$ cat config.mk
export PLATFORM = sky130hd
export DESIGN_NAME = pcbd_accum
export DESIGN_NICKNAME = d
export VERILOG_FILES = /design/src/hw/rtl/prefix_code_bit_decoder_unit_defines.svh /design/src/hw/rtl/pcbd_pkg.sv /design/src/hw/rtl/pcbd_accum.sv
export SDC_FILE = /design/constraint.sdc
export NUM_CORES = 1
export LEC_CHECK = 0
export BUFFER_PORTS_ARGS = -buffer_cell sky130_fd_sc_hd__buf_4
export CORE_ASPECT_RATIO = 1.4
export CORE_MARGIN = 10
export CORE_UTILIZATION = 44
export CTS_CLUSTER_SIZE = 25
export DETAILED_ROUTE_END_ITERATION = 7
export PLACE_DENSITY = 0.75
export SYNTH_ARGS = -nofsm -noshare
export SYNTH_HDL_FRONTEND = slang
export SYNTH_SLANG_ARGS = --single-unit
$ cat constraint.sdc
create_clock -name clk -period 1.8 [get_ports clk]
set_input_delay 0.09 -clock clk [delete_from_list [all_inputs] [get_ports clk]]
set_output_delay 0.09 -clock clk [all_outputs]
set_load 0.01 [all_outputs]
$ cat src/hw/rtl/prefix_code_bit_decoder_unit_defines.svh
// Assertion helpers for the decoder RTL.
`ifndef PREFIX_CODE_BIT_DECODER_UNIT_DEFINES_SVH
`define PREFIX_CODE_BIT_DECODER_UNIT_DEFINES_SVH

// Same-cycle implication, checked at every rising edge outside reset.
`define PCBD_ASSERT_NOW(label, clk, rst, ante, cons, msg) \
  label: assert property (@(posedge clk) disable iff (rst) (ante) |-> (cons)) \
    else $error(msg);

// Next-cycle implication.
`define PCBD_ASSERT_NEXT(label, clk, rst, ante, cons, msg) \
  label: assert property (@(posedge clk) disable iff (rst) (ante) |=> (cons)) \
    else $error(msg);

`endif

$ cat src/hw/rtl/pcbd_pkg.sv
package pcbd_pkg;

  localparam int SYM_W = 8;
  localparam int CODE_W = 32;
  localparam int LEN_W = 6;
  localparam int IDX_W = 8;

  localparam int TABLE_ENTRIES_DEF = 256;
  localparam int MAX_CODE_LEN_DEF = 32;

  localparam logic OP_LOAD = 1'b0;
  localparam logic OP_DECODE = 1'b1;

  typedef struct packed {
    logic              op;
    logic [IDX_W-1:0]  entry_index;
    logic [SYM_W-1:0]  entry_symbol;
    logic [CODE_W-1:0] entry_code;
    logic [LEN_W-1:0]  entry_length;
    logic              code_bit;
  } cmd_t;

  typedef struct packed {
    logic [SYM_W-1:0] symbol;
    logic             symbol_valid;
    logic             overflow;
  } rsp_t;

  // Table lookup result handed to the accumulator.
  typedef struct packed {
    logic             hit;
    logic [SYM_W-1:0] symbol;
  } match_t;

endpackage

$ cat src/hw/rtl/pcbd_accum.sv
module pcbd_accum #(
  parameter int MAX_CODE_LEN = 32
) (
  input  logic                              clk,
  input  logic                              rst,
  input  logic                              step,
  input  logic                              code_bit,
  input  pcbd_pkg::match_t                  match,
  output logic [MAX_CODE_LEN-1:0]           probe_bits,
  output logic [$clog2(MAX_CODE_LEN+1)-1:0] probe_count,
  output pcbd_pkg::rsp_t                    rsp_next
);
  import pcbd_pkg::*;

  localparam int CW = $clog2(MAX_CODE_LEN + 1);

  logic [MAX_CODE_LEN-1:0] pending_bits;
  logic [CW-1:0]           pending_count;
  logic                    overflow;

  // pending_bits only ever holds pending_count bits, and the count stays below
  // the maximum, so the shifted-out top bit is always zero.
  assign probe_bits = {pending_bits[MAX_CODE_LEN-2:0], code_bit};
  assign probe_count = pending_count + CW'(1);
  assign overflow = !match.hit && (probe_count == CW'(MAX_CODE_LEN));

  always_comb begin
    rsp_next.symbol = match.hit ? match.symbol : '0;
    rsp_next.symbol_valid = match.hit;
    rsp_next.overflow = overflow;
  end

  always_ff @(posedge clk) begin
    if (rst) begin
      pending_bits <= '0;
      pending_count <= '0;
    end else if (step) begin
      if (match.hit || overflow) begin
        pending_bits <= '0;
        pending_count <= '0;
      end else begin
        pending_bits <= probe_bits;
        pending_count <= probe_count;
      end
    end
  end

endmodule

# Word level (Yosys, flattened, before mapping)
# Index checks and enable logic that the tools add are counted.
dict set report totals {
  word_cells 10
  out_inout_bits 48
  ff_bits 37
  input_bits 13
}
dict set report classes {
  add_sub_neg 1
  mux 3
  eq_ne 1
  n_reduce_logical 3
}
# op n
set ops {}
lappend ops {{2-to-1 mux 31 bit} 1}
lappend ops {{2-to-1 mux 8 bit} 1}
lappend ops {{adder 6 x 1 -> 6 bit (second input constant)} 1}
lappend ops {{equality test 6 bit (second input constant)} 1}
lappend ops {{2-to-1 mux 6 bit} 1}
lappend ops {{logical AND 1 bit} 1}
lappend ops {{zero test 1 bit} 1}
lappend ops {{logical OR 1 bit} 1}

# Logic depth before layout (Yosys ltp)
dict set report logic_depth {
  ltp_word 5
  depth_mapped 6
  depth_no_buf 4
}

# Least setup slack after synthesis
# OpenSTA, ideal clock, no wires.
dict set report synth_path {
  path_kind {register to output}
  startpoint {register pending_count[0]}
  endpoint {output port rsp_next[0] in the netlist's numbering}
  path_stages_with_launch 7
  arrival_ps 1651
  required_time_ps 1710
  n_path_buf 2
  slack_ps 59
  path_cell_list {dfxtp_1 > ha_1 > nand2_1 > nor3_2 > clkbuf_1 > o21ba_2 > buf_4}
}
dict set report synth_between {
  elab_chain_cells 3
}
# item line_no
set synth_rtl {}
lappend synth_rtl {{start, declared} pcbd_accum.sv:18} ;# logic [CW-1:0] pending_count;
lappend synth_rtl {{start signal, assigned} pcbd_accum.sv:43} ;# pending_count <= probe_count;
lappend synth_rtl {{adder 6 x 1 -> 6 bit} pcbd_accum.sv:24} ;# assign probe_count = pending_count + CW'(1);
lappend synth_rtl {{equality test 6 bit} pcbd_accum.sv:25} ;# assign overflow = !match.hit && (probe_count == CW'(MAX_CODE_LEN));
lappend synth_rtl {{logical AND 1 bit} pcbd_accum.sv:25}
lappend synth_rtl {{end, declared} pcbd_accum.sv:11} ;# output pcbd_pkg::rsp_t rsp_next
# No other way between the ends.

==> metrics.txt <==
skew final roughly 4.6 ps; Worst setup EP type output pin; pin count of the biggest net entering global routing 24; final cycle utilization of the critical path 0.947; Residual DRC 0; Hold Path End pending_bits[0]; Worst path max stage delay 410 ps; met1 Use GR 0.151; Setup TNS 0 ps; initial antenna violation count 0; Arr. time, crit path around 1600 ps; total number of vias 1,553; Placer Congestion between 0.7 and 0.8; CP max stage cell or3b_4; Buf/Inv on CP 1; Iter 0 DRT Violations between 100 and 150; drt total wl approximately 4.4 mm; Worst-path clk slew ~70 ps; pwr dens 686 mW/mm^2; fin crit period around 1700 ps; Reg-to-Reg Start pending_count[4]; Die H approximately 90 um; DR WL/cell between 10 and 15 um; die width between 70 and 80 um; Hold Path Class input pin to flip-flop; CTS tree done; reg-to-reg slack, setup roughly 320 ps; Slew @ Worst Pin 243 ps; WHS between 50 and 60 ps; Clock Tree Root clkbuf_8; Leakage 0.000936 uW; Final Max Slew Viols 0; GR Overflow Total 0; largest area contributor in the netlist dfxtp_1; GR peak layer met2; cts bufs inserted 5; num rows 26; via density per instance ~5.2; Final Setup Violations 0; crit path cell chain or3b_4 -> nor3b_4 -> o21ba_2 -> buf_4; GRT met2 Usage 0.209; clk_lat worst skew around 290 ps; 1st-pass router iterations 4; RSZ-0062 raised after global routing false; hold depth 3; Worst setup SP type flip-flop; global-route wire length before repair between 7 and 8 mm; crit-path max FO 6; largest cells by area after synthesis dfxtp_1, nand2_1, o31ai_1; synthesized area roughly 0.0016 mm^2; Nets between 200 and 300; layout cell share with drive strength beyond 1 0.353; Sink Count 37; placed wire-length estimate approximately 3.2 mm; Area growth syn-to-layout 36.5%; critical path class flip-flop to output pin; Slew headroom 0.836; Worst path top cell family by delay simple AND/OR/NAND/NOR gates; r2r worst-path depth 4; status finished, final reports clean; H-tree depth 2; sequential share of the synthesized area 0.450; Crit path required time ~1700 ps; initial core utilization 0.452; top achievable clock speed about 590 MHz; Ys Warns 0; Hold Violations, Final 0; Tot GR Track Use 0.131; Die ar. about 0.0066 mm^2; ANT nets after route 0; Worst IR Drop VDD between 0.6 and 0.7 mV; cells after synthesis 196; Distinct cells, synth 30; Synth Area per Inst ~8.4 um^2; Longest Clk Path Bufs 2; flops & latches, synth 37; vias in the first global route about 1.5k; core area around 0.0036 mm^2; Ant. Diodes 0; Hold Startpoint code_bit; I/O pin total 61; Syn Nets 210; share of the synthesized area in the top cell type 0.450; Max Cap Viol 0; # port buffers 60; critical register-to-register path endpoint pending_count[1]; M3 GR Usage 0.0524
-- worst min-delay path: stages --
cell,delay [ps]
buf_4,110
nand2_1,50
o31ai_1,50
-- synth_stat cells (all sizes together) --
library cell / instances
a211o: 1
a211oi: 1
a21oi: 3
a221oi: 1
a22o: 1
a2bb2oi: 1
and2: 8
buf: 10
clkbuf: 8
dfxtp: 37
ha: 1
inv: 4
nand2: 68
nand3: 2
nand3b: 1
nand4: 1
nor2: 2
nor3: 1
nor3b: 2
nor4bb: 1
o21ai: 3
o21ba: 1
o22ai: 1
o31ai: 33
or3b: 1
xnor2: 2
xor2: 1
-- worst max path at each step --
| stage | endpoint | from | depth (start not counted) | slack (ps) |
|---|---|---|---|---|
| 3_3_place_gp | pending_bits[12] | pending_count[1] | 5 | 270 |
| 2_1_floorplan | rsp_next[0] | pending_count[0] | 6 | 60 |
| 5_1_grt | rsp_next[0] | pending_count[1] | 5 | 10 |
| 3_5_place_dp | pending_count[1] | pending_count[1] | 5 | 210 |
| 6_report | rsp_next[0] | pending_count[4] | 4 | 90 |
| 4_1_cts | rsp_next[0] | pending_count[1] | 5 | 10 |
-- layout by cell type (no fill, tap or decap) --
master and n:
o22ai_1 1, ha_2 1, inv_1 4, buf_4 71
clkbuf_8 6, or3b_4 1, o21ai_0 3, and2_1 8
nand3_1 2, dfxtp_1 34, clkinv_4 1, o21ba_2 1
xor2_1 1, nand2_1 68, dfxtp_2 3, a22o_2 1
xnor2_1 2, a221oi_1 1, nor3b_4 2, a211o_2 1
a211oi_1 1, o31ai_1 33, nor2_2 1, nor2_1 1
clkinv_2 1, a2bb2oi_1 1, a21oi_1 3, nor4bb_1 1
nor3_4 1, nand4_1 1, dlygate4sd3_1 1, nand3b_1 1
-- power by group --
part | switching (uW) | total, uW | internal, uW
Combinational | 57.4 | 113 | 55.6
Sequential | 2.87 | 824 | 821
Clock | 295 | 605 | 310
-- state kept, by name, summed over array words and instances (netlist names) --
signal and count:
pending_count 6, pending_bits 31
-- per-layer routing --
metal | share of wire | wire [um]
met1 | 0.42 | 1850
met2 | 0.50 | 2220
met3 | 0.066 | 291
met4 | 0.0082 | 36
met5 | 0 | 0
-- stage by stage --
step	area (um^2)	total power [uW]	setup slack [ps]	cells	util
5_1_grt	2250	1610	14.1	300	0.616
4_1_cts	2240	1560	9.98	300	0.615
2_1_floorplan	1650	893	59.0	196	-
3_5_place_dp	2130	954	208	291	0.586
6_report	2250	1540	94.7	300	0.616
3_3_place_gp	2130	953	274	291	0.586
-- logic make-up (layout without fill, tap and decap cells) --
| kind of cell | after synthesis | count (layout) | share of synthesized area |
|---|---|---|---|
| xor+xnor | 3 | 3 | 0.0160 |
| fa+ha+maj | 1 | 1 | 0.00760 |
| flops | 37 | 37 | 0.450 |
| simple gates | 87 | 87 | 0.243 |
| compound gates | 46 | 46 | 0.206 |
| buf+inv | 22 | 84 | 0.0776 |
-- layout make-up --
class	instances	area (um^2)
clock buffers	6	82.6
well taps	42	52.6
repair buffers	72	543
clock inverters	2	13.8
fillers	344	1400
inverters	4	15.0
flip-flops and latches	37	744
multi-input cells	137	795
-- what timing repair did --
action	4_1_cts	5_1_grt
buffers inserted	0	0
resized for setup	1	3
hold buffers	1	0
endpoints found under the setup margin	1	1
pin swaps	1	1
gates cloned	0	0
endpoints found under the hold margin	1	0
Note: power is estimated with default switching activity, not from simulation.
